<file path="src/rtl/core/sgm_pkg.sv">
// ----------------------------------------------------------------------------
// sgm_pkg
// Types and codes shared by the star glob matcher modules.
// ----------------------------------------------------------------------------
package sgm_pkg;

   typedef logic [7:0] sgm_byte_type;

   // opcode values
   localparam logic OP_PATTERN   = 1'b0;
   localparam logic OP_CANDIDATE = 1'b1;

   // result kinds
   localparam logic KIND_CLASSIFY = 1'b0;
   localparam logic KIND_VERDICT  = 1'b1;

   // special bytes
   localparam sgm_byte_type CH_STAR = 8'h2A;
   localparam sgm_byte_type CH_ESC  = 8'h5C;
   localparam sgm_byte_type CH_NUL  = 8'h00;

   typedef struct packed {
      logic result_kind;
      logic has_star;
      logic star_end_only;
      logic matched;
      logic overflow;
   } sgm_rsp_type;

   // element store write from the parser
   typedef struct packed {
      logic en;
      logic star;
      logic clear;
   } sgm_wr_type;

   // pattern status seen by the verdict logic
   typedef struct packed {
      logic has_star;
      logic star_end_only;
      logic broken;
      logic too_long;
      logic escape;
   } sgm_pat_state_type;

   // broadcast to every cell
   typedef struct packed {
      logic         advance;
      logic         clear;
      sgm_byte_type data_byte;
   } sgm_cell_ctrl_type;

endpackage

</file>
<file path="src/rtl/core/sgm_req_if.sv">
// ----------------------------------------------------------------------------
// sgm_req_if
// Request channel: pattern or candidate bytes with valid/ready.
// ----------------------------------------------------------------------------
interface sgm_req_if;
   logic                 valid;
   logic                 ready;
   logic                 opcode;
   sgm_pkg::sgm_byte_type data_byte;
   logic                 last;

   modport source (output valid, output opcode, output data_byte, output last,
                   input ready);
   modport sink   (input valid, input opcode, input data_byte, input last,
                   output ready);
endinterface

</file>
<file path="src/rtl/core/sgm_rsp_if.sv">
// ----------------------------------------------------------------------------
// sgm_rsp_if
// Response channel: classification or match verdict with valid/ready.
// ----------------------------------------------------------------------------
interface sgm_rsp_if;
   logic valid;
   logic ready;
   logic result_kind;
   logic has_star;
   logic star_end_only;
   logic matched;
   logic overflow;

   modport source (output valid, output result_kind, output has_star,
                   output star_end_only, output matched, output overflow,
                   input ready);
   modport sink   (input valid, input result_kind, input has_star,
                   input star_end_only, input matched, input overflow,
                   output ready);
endinterface

</file>
<file path="src/rtl/core/sgm_cell.sv">
// ----------------------------------------------------------------------------
// sgm_cell
// One pattern element: its byte, its star mark and the active bit of its
// position. Hands a match to the next position on each advancing candidate byte.
// ----------------------------------------------------------------------------
module sgm_cell (
   input  logic                       clock,
   input  logic                       reset,
   input  sgm_pkg::sgm_cell_ctrl_type ctrl,
   input  logic                       wr_sel,
   input  logic                       wr_star,
   input  logic                       in_use,
   input  logic                       origin,
   input  logic                       pass_in,
   input  logic                       act_in,
   output logic                       star_nx,
   output logic                       adv,
   output logic                       pass_out
);

   sgm_pkg::sgm_byte_type elem_char_ff;
   logic                  star_ff;
   logic                  act_ff;

   // a write wins over the clear of a new pattern
   assign star_nx  = wr_sel ? wr_star : (ctrl.clear ? 1'b0 : star_ff);

   assign pass_out = ctrl.advance & in_use & act_ff & ~star_ff
                     & (elem_char_ff == ctrl.data_byte);

   // a star stays active, a literal moves on to the right
   assign adv = ctrl.advance ? ((act_ff & star_ff) | pass_in) : act_ff;

   always_ff @(posedge clock) begin
      if (reset) begin
         star_ff <= 1'b0;
         act_ff  <= origin;
      end else begin
         star_ff <= star_nx;
         act_ff  <= act_in;
      end
   end

   always_ff @(posedge clock) begin
      if (wr_sel) begin
         elem_char_ff <= ctrl.data_byte;
      end
   end

endmodule

</file>
<file path="src/rtl/core/sgm_closure.sv">
// ----------------------------------------------------------------------------
// sgm_closure
// Spreads active positions across runs of stars: a position right after an
// active star becomes active. Log-depth prefix network.
// ----------------------------------------------------------------------------
module sgm_closure #(
   parameter int WIDTH = 2
) (
   input  logic [WIDTH-1:0] vec,
   input  logic [WIDTH-2:0] star,
   output logic [WIDTH-1:0] closed
);

   localparam int STAGES = (WIDTH > 1) ? $clog2(WIDTH) : 1;

   logic [WIDTH-1:0] gen  [0:STAGES];
   logic [WIDTH-1:0] prop [0:STAGES];

   always_comb begin
      gen[0]  = vec;
      // prop bit i: activity may flow from position i-1 into i
      prop[0] = {star, 1'b0};
      for (int s = 0; s < STAGES; s++) begin
         for (int i = 0; i < WIDTH; i++) begin
            if (i >= (1 << s)) begin
               gen[s+1][i]  = gen[s][i] | (prop[s][i] & gen[s][i-(1 << s)]);
               prop[s+1][i] = prop[s][i] & prop[s][i-(1 << s)];
            end else begin
               gen[s+1][i]  = gen[s][i];
               prop[s+1][i] = prop[s][i];
            end
         end
      end
   end

   assign closed = gen[STAGES];

endmodule

</file>
<file path="src/rtl/core/sgm_parser.sv">
// ----------------------------------------------------------------------------
// sgm_parser
// Parses raw pattern bytes into elements: escapes, stars, NUL end, overflow.
// Keeps the element count and the pattern flags.
// ----------------------------------------------------------------------------
module sgm_parser #(
   parameter int PATTERN_MAX = 64,
   localparam int CW = $clog2(PATTERN_MAX + 1)
) (
   input  logic                       clock,
   input  logic                       reset,
   input  logic                       pat_accept,
   input  sgm_pkg::sgm_byte_type      data_byte,
   input  logic                       last,
   output logic [CW-1:0]              count,
   output logic [CW-1:0]              wr_addr,
   output sgm_pkg::sgm_wr_type        wr,
   output sgm_pkg::sgm_pat_state_type pat_state,
   output sgm_pkg::sgm_rsp_type       pat_rsp
);

   logic [CW-1:0] count_ff,    count_in;
   logic          esc_ff,      esc_in;
   logic          broken_ff,   broken_in;
   logic          ended_ff,    ended_in;
   logic          has_star_ff, has_star_in;
   logic          star_end_ff, star_end_in;
   logic          too_long_ff, too_long_in;
   logic          closed_ff,   closed_in;
   logic          append;

   always_comb begin
      count_in    = count_ff;
      esc_in      = esc_ff;
      broken_in   = broken_ff;
      ended_in    = ended_ff;
      has_star_in = has_star_ff;
      star_end_in = star_end_ff;
      too_long_in = too_long_ff;
      closed_in   = closed_ff;
      append      = 1'b0;
      wr          = '0;
      wr_addr     = count_ff;
      if (pat_accept) begin
         // first byte after a finished pattern starts a new one
         if (closed_ff) begin
            count_in    = '0;
            esc_in      = 1'b0;
            broken_in   = 1'b0;
            ended_in    = 1'b0;
            has_star_in = 1'b0;
            star_end_in = 1'b0;
            too_long_in = 1'b0;
            closed_in   = 1'b0;
         end
         wr.clear = closed_ff;
         wr_addr  = count_in;
         if (!ended_in) begin
            if (data_byte == sgm_pkg::CH_NUL) begin
               ended_in = 1'b1;
               if (esc_in) begin
                  broken_in = 1'b1;
               end
               esc_in = 1'b0;
            end else begin
               // any non-NUL byte after the first star moves it off the end
               if (has_star_in) begin
                  star_end_in = 1'b0;
               end
               if (esc_in) begin
                  append = 1'b1;
                  esc_in = 1'b0;
               end else if (data_byte == sgm_pkg::CH_ESC) begin
                  esc_in = 1'b1;
               end else if (data_byte == sgm_pkg::CH_STAR) begin
                  if (!has_star_in) begin
                     has_star_in = 1'b1;
                     star_end_in = 1'b1;
                  end
                  append  = 1'b1;
                  wr.star = 1'b1;
               end else begin
                  append = 1'b1;
               end
            end
         end
         if (append) begin
            if (count_in < CW'(PATTERN_MAX)) begin
               wr.en    = 1'b1;
               count_in = count_in + CW'(1);
            end else begin
               too_long_in = 1'b1;
            end
         end
         if (last) begin
            if (esc_in) begin
               broken_in = 1'b1;
            end
            esc_in    = 1'b0;
            ended_in  = 1'b0;
            closed_in = 1'b1;
         end
      end
   end

   always_ff @(posedge clock) begin
      if (reset) begin
         count_ff    <= '0;
         esc_ff      <= 1'b0;
         broken_ff   <= 1'b0;
         ended_ff    <= 1'b0;
         has_star_ff <= 1'b0;
         star_end_ff <= 1'b0;
         too_long_ff <= 1'b0;
         closed_ff   <= 1'b1;
      end else begin
         count_ff    <= count_in;
         esc_ff      <= esc_in;
         broken_ff   <= broken_in;
         ended_ff    <= ended_in;
         has_star_ff <= has_star_in;
         star_end_ff <= star_end_in;
         too_long_ff <= too_long_in;
         closed_ff   <= closed_in;
      end
   end

   assign count = count_ff;

   assign pat_state.has_star      = has_star_ff;
   assign pat_state.star_end_only = star_end_ff;
   assign pat_state.broken        = broken_ff;
   assign pat_state.too_long      = too_long_ff;
   assign pat_state.escape        = esc_ff;

   assign pat_rsp.result_kind   = sgm_pkg::KIND_CLASSIFY;
   assign pat_rsp.has_star      = has_star_in;
   assign pat_rsp.star_end_only = star_end_in;
   assign pat_rsp.matched       = 1'b0;
   assign pat_rsp.overflow      = too_long_in;

   count_in_range: assert property (@(posedge clock) disable iff (reset)
      count_ff <= CW'(PATTERN_MAX))
      else $error("element count beyond store depth");

   star_end_needs_star: assert property (@(posedge clock) disable iff (reset)
      star_end_ff |-> has_star_ff)
      else $error("star-at-end flag without a star");

   classify_on_last: assert property (@(posedge clock) disable iff (reset)
      pat_accept && last |=> closed_ff && !esc_ff && !ended_ff)
      else $error("pattern not closed after its last byte");

endmodule

</file>
<file path="src/rtl/core/star_glob_matcher.sv">
// ----------------------------------------------------------------------------
// star_glob_matcher
// Star-only glob matcher: loads a pattern byte by byte into a row of element
// cells, then streams candidate bytes through the active-position vector.
// ----------------------------------------------------------------------------
// Throughput: one byte per cycle, pattern or candidate, back to back while
//    req_chan is ready. A result is registered into the output register that
//    drives rsp_chan, or into the skid entry while that one is held; the buffer
//    holds req_chan ready until both entries hold results that rsp_chan has not taken.
// The per-byte path is the cell byte compare plus a log2(PATTERN_MAX+1)
//    level star closure network.
// Reset (synchronous): star marks, counts and flags clear, only position zero
//    is active; the element bytes are not cleared.
// ----------------------------------------------------------------------------
module star_glob_matcher #(
   parameter int PATTERN_MAX = 64
) (
   input  logic       clock,
   input  logic       reset,
   sgm_req_if.sink    req_chan,
   sgm_rsp_if.source  rsp_chan
);

   localparam int CW   = $clog2(PATTERN_MAX + 1);
   localparam int NPOS = PATTERN_MAX + 1;

   logic accept;
   logic pat_accept;
   logic cand_accept;
   logic advance;
   logic restart;
   logic push;
   logic pop;

   logic [CW-1:0]              count;
   logic [CW-1:0]              wr_addr;
   sgm_pkg::sgm_wr_type        wr;
   sgm_pkg::sgm_pat_state_type pat_state;
   sgm_pkg::sgm_rsp_type       pat_rsp;
   sgm_pkg::sgm_rsp_type       verdict;
   sgm_pkg::sgm_rsp_type       rsp_new;
   sgm_pkg::sgm_cell_ctrl_type ctrl;

   logic [PATTERN_MAX-1:0] star_nx;
   logic [PATTERN_MAX-1:0] pass;
   logic [NPOS-1:0]        adv_vec;
   logic [NPOS-1:0]        adv_closed;
   logic [NPOS-1:0]        home_closed;
   logic [NPOS-1:0]        act_next;

   logic act_last_ff;
   logic cand_ended_ff, cand_ended_in;

   sgm_pkg::sgm_rsp_type out_ff,  out_in;
   sgm_pkg::sgm_rsp_type skid_ff, skid_in;
   logic out_valid_ff,  out_valid_in;
   logic skid_valid_ff, skid_valid_in;

   assign req_chan.ready = ~skid_valid_ff;
   assign accept      = req_chan.valid & req_chan.ready;
   assign pat_accept  = accept & (req_chan.opcode == sgm_pkg::OP_PATTERN);
   assign cand_accept = accept & (req_chan.opcode == sgm_pkg::OP_CANDIDATE);
   assign advance     = cand_accept & ~cand_ended_ff
                        & (req_chan.data_byte != sgm_pkg::CH_NUL);
   assign restart     = (pat_accept & wr.clear) | (cand_accept & req_chan.last);

   sgm_parser #(
      .PATTERN_MAX (PATTERN_MAX)
   ) u_parser (
      .clock      (clock),
      .reset      (reset),
      .pat_accept (pat_accept),
      .data_byte  (req_chan.data_byte),
      .last       (req_chan.last),
      .count      (count),
      .wr_addr    (wr_addr),
      .wr         (wr),
      .pat_state  (pat_state),
      .pat_rsp    (pat_rsp)
   );

   assign ctrl.advance   = advance;
   assign ctrl.clear     = wr.clear;
   assign ctrl.data_byte = req_chan.data_byte;

   for (genvar i = 0; i < PATTERN_MAX; i++) begin : g_cell
      sgm_cell u_cell (
         .clock    (clock),
         .reset    (reset),
         .ctrl     (ctrl),
         .wr_sel   (wr.en && (wr_addr == CW'(i))),
         .wr_star  (wr.star),
         .in_use   (CW'(i) < count),
         .origin   (i == 0),
         .pass_in  ((i == 0) ? 1'b0 : pass[(i == 0) ? 0 : i-1]),
         .act_in   (act_next[i]),
         .star_nx  (star_nx[i]),
         .adv      (adv_vec[i]),
         .pass_out (pass[i])
      );
   end

   // final position has no element, it only collects the last handoff
   assign adv_vec[PATTERN_MAX] = advance ? pass[PATTERN_MAX-1] : act_last_ff;

   sgm_closure #(
      .WIDTH (NPOS)
   ) u_adv_closure (
      .vec    (adv_vec),
      .star   (star_nx),
      .closed (adv_closed)
   );

   sgm_closure #(
      .WIDTH (NPOS)
   ) u_home_closure (
      .vec    (NPOS'(1)),
      .star   (star_nx),
      .closed (home_closed)
   );

   // keep the stored vector closed over the star marks of the next cycle
   assign act_next = restart ? home_closed : adv_closed;

   always_comb begin
      cand_ended_in = cand_ended_ff;
      if (cand_accept) begin
         if (req_chan.last) begin
            cand_ended_in = 1'b0;
         end else if (req_chan.data_byte == sgm_pkg::CH_NUL) begin
            cand_ended_in = 1'b1;
         end
      end else if (pat_accept && wr.clear) begin
         cand_ended_in = 1'b0;
      end
   end

   assign verdict.result_kind   = sgm_pkg::KIND_VERDICT;
   assign verdict.has_star      = pat_state.has_star;
   assign verdict.star_end_only = pat_state.star_end_only;
   assign verdict.matched       = adv_closed[count] & ~pat_state.broken
                                  & ~pat_state.too_long & ~pat_state.escape;
   assign verdict.overflow      = pat_state.too_long;

   assign rsp_new = pat_accept ? pat_rsp : verdict;
   assign push    = accept & req_chan.last;
   assign pop     = out_valid_ff & rsp_chan.ready;

   // output register plus skid entry
   always_comb begin
      out_in        = out_ff;
      skid_in       = skid_ff;
      out_valid_in  = out_valid_ff;
      skid_valid_in = skid_valid_ff;
      if (skid_valid_ff) begin
         if (pop) begin
            out_in        = skid_ff;
            skid_valid_in = 1'b0;
         end
      end else if (push) begin
         if (out_valid_ff && !pop) begin
            skid_in       = rsp_new;
            skid_valid_in = 1'b1;
         end else begin
            out_in       = rsp_new;
            out_valid_in = 1'b1;
         end
      end else if (pop) begin
         out_valid_in = 1'b0;
      end
   end

   always_ff @(posedge clock) begin
      if (reset) begin
         act_last_ff   <= 1'b0;
         cand_ended_ff <= 1'b0;
         out_valid_ff  <= 1'b0;
         skid_valid_ff <= 1'b0;
      end else begin
         act_last_ff   <= act_next[PATTERN_MAX];
         cand_ended_ff <= cand_ended_in;
         out_valid_ff  <= out_valid_in;
         skid_valid_ff <= skid_valid_in;
      end
   end

   always_ff @(posedge clock) begin
      out_ff  <= out_in;
      skid_ff <= skid_in;
   end

   assign rsp_chan.valid         = out_valid_ff;
   assign rsp_chan.result_kind   = out_ff.result_kind;
   assign rsp_chan.has_star      = out_ff.has_star;
   assign rsp_chan.star_end_only = out_ff.star_end_only;
   assign rsp_chan.matched       = out_ff.matched;
   assign rsp_chan.overflow      = out_ff.overflow;

   skid_needs_out: assert property (@(posedge clock) disable iff (reset)
      skid_valid_ff |-> out_valid_ff)
      else $error("skid entry held while output register empty");

   overflow_never_matches: assert property (@(posedge clock) disable iff (reset)
      out_valid_ff && out_ff.overflow |-> !out_ff.matched)
      else $error("match reported for an overflowed pattern");

   classify_never_matches: assert property (@(posedge clock) disable iff (reset)
      out_valid_ff && (out_ff.result_kind == sgm_pkg::KIND_CLASSIFY) |-> !out_ff.matched)
      else $error("classification carries a match");

   origin_after_verdict: assert property (@(posedge clock) disable iff (reset)
      cand_accept && req_chan.last |=> !cand_ended_ff)
      else $error("candidate end mark survived a verdict");

endmodule
</file>
<file path="src/flat_wrapper.sv">
// flat-port wrapper written by rule: the top's interface ports become plain ports
module star_glob_matcher_flat 
#(
   parameter int PATTERN_MAX = 64
)
  (clock, reset, req_chan_valid, req_chan_opcode, req_chan_data_byte, req_chan_last, req_chan_ready, rsp_chan_valid, rsp_chan_result_kind, rsp_chan_has_star, rsp_chan_star_end_only, rsp_chan_matched, rsp_chan_overflow, rsp_chan_ready);
  sgm_req_if req_chan_i ();
  sgm_rsp_if rsp_chan_i ();
  input  logic clock;
  input  logic reset;
  input wire logic [$bits(req_chan_i.valid)-1:0] req_chan_valid;
  input wire logic [$bits(req_chan_i.opcode)-1:0] req_chan_opcode;
  input wire logic [$bits(req_chan_i.data_byte)-1:0] req_chan_data_byte;
  input wire logic [$bits(req_chan_i.last)-1:0] req_chan_last;
  output wire logic [$bits(req_chan_i.ready)-1:0] req_chan_ready;
  output wire logic [$bits(rsp_chan_i.valid)-1:0] rsp_chan_valid;
  output wire logic [$bits(rsp_chan_i.result_kind)-1:0] rsp_chan_result_kind;
  output wire logic [$bits(rsp_chan_i.has_star)-1:0] rsp_chan_has_star;
  output wire logic [$bits(rsp_chan_i.star_end_only)-1:0] rsp_chan_star_end_only;
  output wire logic [$bits(rsp_chan_i.matched)-1:0] rsp_chan_matched;
  output wire logic [$bits(rsp_chan_i.overflow)-1:0] rsp_chan_overflow;
  input wire logic [$bits(rsp_chan_i.ready)-1:0] rsp_chan_ready;
  assign req_chan_i.valid = req_chan_valid;
  assign req_chan_i.opcode = req_chan_opcode;
  assign req_chan_i.data_byte = req_chan_data_byte;
  assign req_chan_i.last = req_chan_last;
  assign req_chan_ready = req_chan_i.ready;
  assign rsp_chan_valid = rsp_chan_i.valid;
  assign rsp_chan_result_kind = rsp_chan_i.result_kind;
  assign rsp_chan_has_star = rsp_chan_i.has_star;
  assign rsp_chan_star_end_only = rsp_chan_i.star_end_only;
  assign rsp_chan_matched = rsp_chan_i.matched;
  assign rsp_chan_overflow = rsp_chan_i.overflow;
  assign rsp_chan_i.ready = rsp_chan_ready;
  star_glob_matcher #(.PATTERN_MAX(PATTERN_MAX)) u_core (.clock(clock), .reset(reset), .req_chan(req_chan_i), .rsp_chan(rsp_chan_i));
endmodule
</file>
<file path="config.mk">
export PLATFORM = sky130hd
export DESIGN_NAME = star_glob_matcher_flat
export DESIGN_NICKNAME = d
export VERILOG_FILES = /design/src/rtl/core/sgm_pkg.sv /design/src/rtl/core/sgm_req_if.sv /design/src/rtl/core/sgm_rsp_if.sv /design/src/rtl/core/sgm_cell.sv /design/src/rtl/core/sgm_closure.sv /design/src/rtl/core/sgm_parser.sv /design/src/rtl/core/star_glob_matcher.sv /design/src/flat_wrapper.sv
export SDC_FILE = /design/constraint.sdc
export NUM_CORES = 1
export LEC_CHECK = 0
export ABC_AREA = 1
export BUFFER_PORTS_ARGS = -buffer_cell sky130_fd_sc_hd__buf_2
export CAP_MARGIN = 20
export CELL_PAD_IN_SITES_DETAIL_PLACEMENT = 0
export CELL_PAD_IN_SITES_GLOBAL_PLACEMENT = 2
export CORE_UTILIZATION = 25
export DETAILED_ROUTE_END_ITERATION = 6
export GPL_TIMING_DRIVEN = 1
export PLACE_DENSITY = 0.64
export SYNTH_ARGS = -nofsm -noshare
export SYNTH_HDL_FRONTEND = slang
export SYNTH_SLANG_ARGS = --single-unit
</file>
<file path="constraint.sdc">
create_clock -name clock -period 9.3 [get_ports clock]
set_input_delay 1.86 -clock clock [delete_from_list [all_inputs] [get_ports clock]]
set_output_delay 1.86 -clock clock [all_outputs]
set_load 0.03 [all_outputs]
</file>
* After elaboration in Yosys (flattened, before gate mapping)
Cells that the tools add are included.
** Word-level totals
- Flip-flop bits (word level) :: 668
- Output and inout bits :: 7
- Word-level logic and storage cells :: 2206
** Cells by class
- $add $sub $neg :: 1
- $lt $le $gt $ge :: 66
- Equality and inequality tests :: 133
- Muxes and demuxes :: 271
- Bitwise operators :: 1443
- Reductions and logical operators :: 78
** Operator list (number)
- $and A1 B1 Y1 :: 981
- $eq A8 B8 Y1 :: 64
- $or A1 B1 Y1 :: 392
- $mux W1 :: 258
- $eq A7 B6 Y1 const B :: 32
- $lt A6 B7 Y1 const A :: 32
- $eq A7 B5 Y1 const B :: 16
- $lt A5 B7 Y1 const A :: 16
- $not A1 Y1 :: 70
- $logic_and A1 B1 Y1 :: 66
- $mux W65 :: 1
- $eq A7 B4 Y1 const B :: 8
- $lt A4 B7 Y1 const A :: 8
- $mux W7 :: 5
- $eq A7 B3 Y1 const B :: 4
- $lt A3 B7 Y1 const A :: 4
- $mux W5 :: 5
- $eq A7 B2 Y1 const B :: 2
- $lt A1 B7 Y1 const A :: 2
- $lt A2 B7 Y1 const A :: 2
- $reduce_and A3 Y1 :: 3
- $eq A8 B6 Y1 const B :: 1
- $eq A8 B7 Y1 const B :: 1
- $logic_not A8 Y1 :: 1
- 15 further kinds :: 18

* Logic depth before layout (Yosys ltp)
- Depth in word-level cells :: 34
- Gate-level depth with buffers :: 31
- Mapped depth without buffers :: 29

* Hierarchy
From an unflattened synthesis, not the netlist that was laid out.
** Unflattened totals
- Cell total of the unflattened synthesis :: 6327
- Area, all modules :: 43863.3 um^2
** Modules (own cells, without submodules)
- sgm_cell :: times used 64, cells each 57, area each 495.5 um^2, seq. area each 280.3 um^2
- sgm_closure :: times used 2, cells each 927, area each 3946.3 um^2, seq. area each 0.0 um^2
- star_glob_matcher :: times used 1, cells each 651, area each 3158.0 um^2, seq. area each 380.4 um^2
- sgm_parser :: times used 1, cells each 174, area each 1102.3 um^2, seq. area each 280.3 um^2

* Least setup slack after synthesis
Ideal clock, no wire load.
- Kind :: input -> register
- Start :: input port req_chan_data_byte[1]
- End :: register u_core.skid_ff[1] (netlist name), data pin
- Library setup time :: 255 ps
- Arrival time :: 4426 ps
- Required time :: 9045 ps
- Path slack :: 4619 ps
- Cell stages on the path :: 28
- Path buffers :: 2
- Cells stage by stage :: buf_4 inv_4 nand2_1 nor2_1 nand3_2 nand4_4 buf_6 nor2_1 nand2_1 nand2_1 nor2_2 nand2_1 inv_2 nand2_1 inv_2 nand2_1 nand2_1 nor2_1 nand2_1 nand2_1 nand3_1 nand2_1 inv_1 nand2_1 nand3_1 nand3_1 nand2_1 and2_1
** RTL lines
- start, declared :: RTL line flat_wrapper.sv:13 : input wire logic [$bits(req_chan_i.data_byte)-1:0] req_chan_data_byte;
- end signal, assigned :: RTL line star_glob_matcher.sv:189 : skid_ff <= skid_in;
- end, declared :: RTL line star_glob_matcher.sv:55 : sgm_pkg::sgm_rsp_type skid_ff, skid_in;

==> flow_metrics.tcl <==
set metrics [dict create \
    status "completed" \
    stdcell_count 6780 \
    final_util_pct 28.72 \
    core.rowCount 141 \
    startpoint_type "flip-flop" \
    htreeDepth 3 \
    stdcell_area_um2 42610 \
    ant_nets 0 \
    crit_type "reg2reg" \
    port_buffers 20 \
    placed_cells 6621 \
    tightest_slew_ns 1.216 \
    first_pass_iters 6 \
    root_buffer "clkbuf_16" \
    route.vias.total 31733 \
    cts_resized 0 \
    cts_buffers 83 \
    post_cts_buffers 0 \
    power_density_nw_per_um2 162.0 \
    drc 0 \
    ys.flop_type "edfxtp_1" \
    grt_max_degree 60 \
    clock_latency_ns 0.73 \
    clock_sinks 668 \
    hold_buffers 0 \
    grt_use_total_pct 21.50 \
    syn_to_final_growth_pct 13.46 \
    total_power_mw 6.903 \
    path_max_fanout 15 \
    grt_overflow 0 \
    drive_gt1_share_pct 10.43 \
    routed_wl_mm 163.9 \
    synth_edf_count 522 \
    clkTransAtPathRegs_ns 0.07 \
    fin_worst_skew_ns 0.05229 \
    wire_per_inst_um 24.18 \
    vdd_drop_max_v 0.0002222 \
    grt_pass1_wl_mm 232.7 \
    placed_area_um2 39870 \
    hp-class "reg2reg" \
    dieArea_um2 151800 \
    grt_pass1_vias 31052 \
    rsz0062_at_grt "false" \
    die_h_um 389.6 \
    place_hpwl_mm 123.3 \
    cap_violations 0 \
    synth_area_per_cell_um2 7.992 \
    fmax_mhz 149.0 \
    cp-end-kind "flip-flop" \
    io_pins 21 \
    viasPerCell 4.680 \
    synth.distinct_cells 70 \
    yosysSeqAreaShare_pct 49.52 \
    finalCritPeriodShare_pct 72.15 \
    drtIter0Drc 2259 \
    hold_viol_final 0 \
    synthesis.nets 4714 \
    arrival_ns 7.32 \
    ys_ff_latch 668 \
    relSlewSlack_pct 18.76 \
    syn_area_um2 37560 \
    start_util_pct 25.31 \
    num-nets-final 4719 \
    syn-instance-count 4699 \
    power_leakage_nw 16.32 \
    async_flop_share_pct 0 \
    report.final.slew_viol_count 0 \
    cts_max_path_buffers 3 \
    antenna_found_initial 10 \
    ys_warn_count 0 \
    gp_congestion 1.001 \
    fin_crit_ns 6.710 \
    cts_tree "yes" \
    fin_setup_tns_ns 0 \
    setup_viol 0 \
    core-area_um2 148400 \
    crit_required_ns 9.91 \
    die_w_um 389.6 \
]
## layer usage
layer  share of wire (%)  vias up  track usage [%]
li1                    -    15273                -
met1                  48    15588            30.39
met2                  45      709            34.31
met3                 4.5      161            2.661
met4                 2.6        2            5.977
met5              0.0049        -                0
## worst paths after layout
check | startpoint | endpoint | slack, ns | cells after the start
worst max-delay path | u_core.u_parser.count[2] | u_core.rsp_chan.matched | 2.59 | 27
worst min-delay path | u_core.cand_ended_ff | u_core.cand_ended_ff | 0.46 | 2
worst max register to register | u_core.u_parser.count[2] | u_core.rsp_chan.matched | 2.59 | 27
worst min register to register | u_core.cand_ended_ff | u_core.cand_ended_ff | 0.46 | 2
## state kept, by name, indices dropped and copies added (netlist names), 5 cells and up
| name | count |
|---|---|
| u_core.g_cell.u_cell.act_ff | 64 |
| u_core.g_cell.u_cell.elem_char_ff | 512 |
| u_core.u_parser.count | 7 |
| u_core.skid_ff | 5 |
| u_core.g_cell.u_cell.star_ff | 64 |
## critical path: stages, from the launching register on
cell     delay [ns]
dfxtp_1        0.63
buf_4          0.39
inv_2          0.06
buf_4          0.40
nand2_1        0.30
nor2_1         0.42
nor2_1         0.16
inv_1          0.37
nand2_1        0.15
nor2_1         0.62
nand2_1        0.42
nand2_1        0.25
nand2_1        0.13
inv_1          0.09
nand2_1        0.09
nor2_1         0.33
nand2_1        0.19
inv_1          0.11
nand2_1        0.07
nand2_1        0.13
nand3_1        0.09
nand2_1        0.14
nand2_1        0.07
a21oi_1        0.47
nand2_1        0.13
a21oi_2        0.17
nand3_1        0.11
nand2_1        0.07
## area by class of cell
type                            count  area, um^2
Clock inverter                     42       460.4
Antenna cell                        4       10.01
Fill cell                       16262      105800
Timing Repair Buffer               89       680.7
Sequential cell                   668       18600
Multi-Input combinational cell   3327       16060
Inverter                          535        2024
Clock buffer                      113        2272
Tap cell                         2002        2505
## layout by cell type, fill, tap and decap left out, drive strengths merged, types with 4 or more instances in the layout
master and n:
xnor2 138, edfxtp 522, xor2 84, buf 89, o2111ai 6, nor3 61, o22ai 48, a32o 4
o21a 5, o21ai 292, nand4 67, clkbuf 113, o211ai 15, a31oi 5, bufinv 6, clkinv 30
diode 4, or2 20, nor2 757, nand3b 10, inv 538, nand3 262, dfxtp 146, o21bai 13
a31o 4, a22o 6, a21boi 8, nand2 1403, a21oi 90
## synthesized netlist by cell type (6+ instances only)
cell type	n	area, um^2
nand2_1	1351	5071
nor2_1	665	2496
edfxtp_1	522	15680
inv_1	458	1719
o21ai_0	254	1271
nand3_1	247	1236
dfxtp_1	146	2923
xnor2_1	138	1209
a21oi_1	88	440.4
xor2_1	84	735.7
inv_2	70	262.8
buf_2	66	330.3
clkbuf_1	65	244.0
nand4_1	64	400.4
nor2_2	61	381.6
nor3_1	56	280.3
nand2_2	48	300.3
o22ai_1	47	294.0
o21ai_1	34	170.2
nor2_4	29	326.6
or2_2	20	125.1
buf_6	15	168.9
o211ai_1	15	112.6
buf_4	11	82.58
nand3_2	10	100.1
nand3b_1	10	75.07
o21bai_1	10	75.07
buf_1	9	33.78
a21boi_0	8	60.06
a22o_1	6	52.55
o2111ai_1	6	52.55
## where the power goes
group          switching (mW)  internal, mW  total [mW]
clock                    1.36          1.90        3.25
combinational           0.325        0.0973       0.422
sequential            0.00559          3.22        3.23
## through the flow
step,hold WS [ns],worst slack (ns)
after floorplan,0.4237,4.619
after detailed placement,0.4480,1.845
after global routing,0.4963,2.453
after CTS,0.4642,2.622
final,0.4594,2.590
after global placement,0.4397,1.746
## cells by family after synthesis
logic type	Yosys count	share of synthesized area, %
adder cells (fa/ha/maj)	1	0.03331
flip-flops	668	49.52
buffers and inverters	704	7.812
XOR/XNOR	222	5.177
AND/OR/NAND/NOR	2592	29.70
AO/OA/AOI/OAI	512	7.753
No activity file was read; power rests on OpenSTA's default activity.
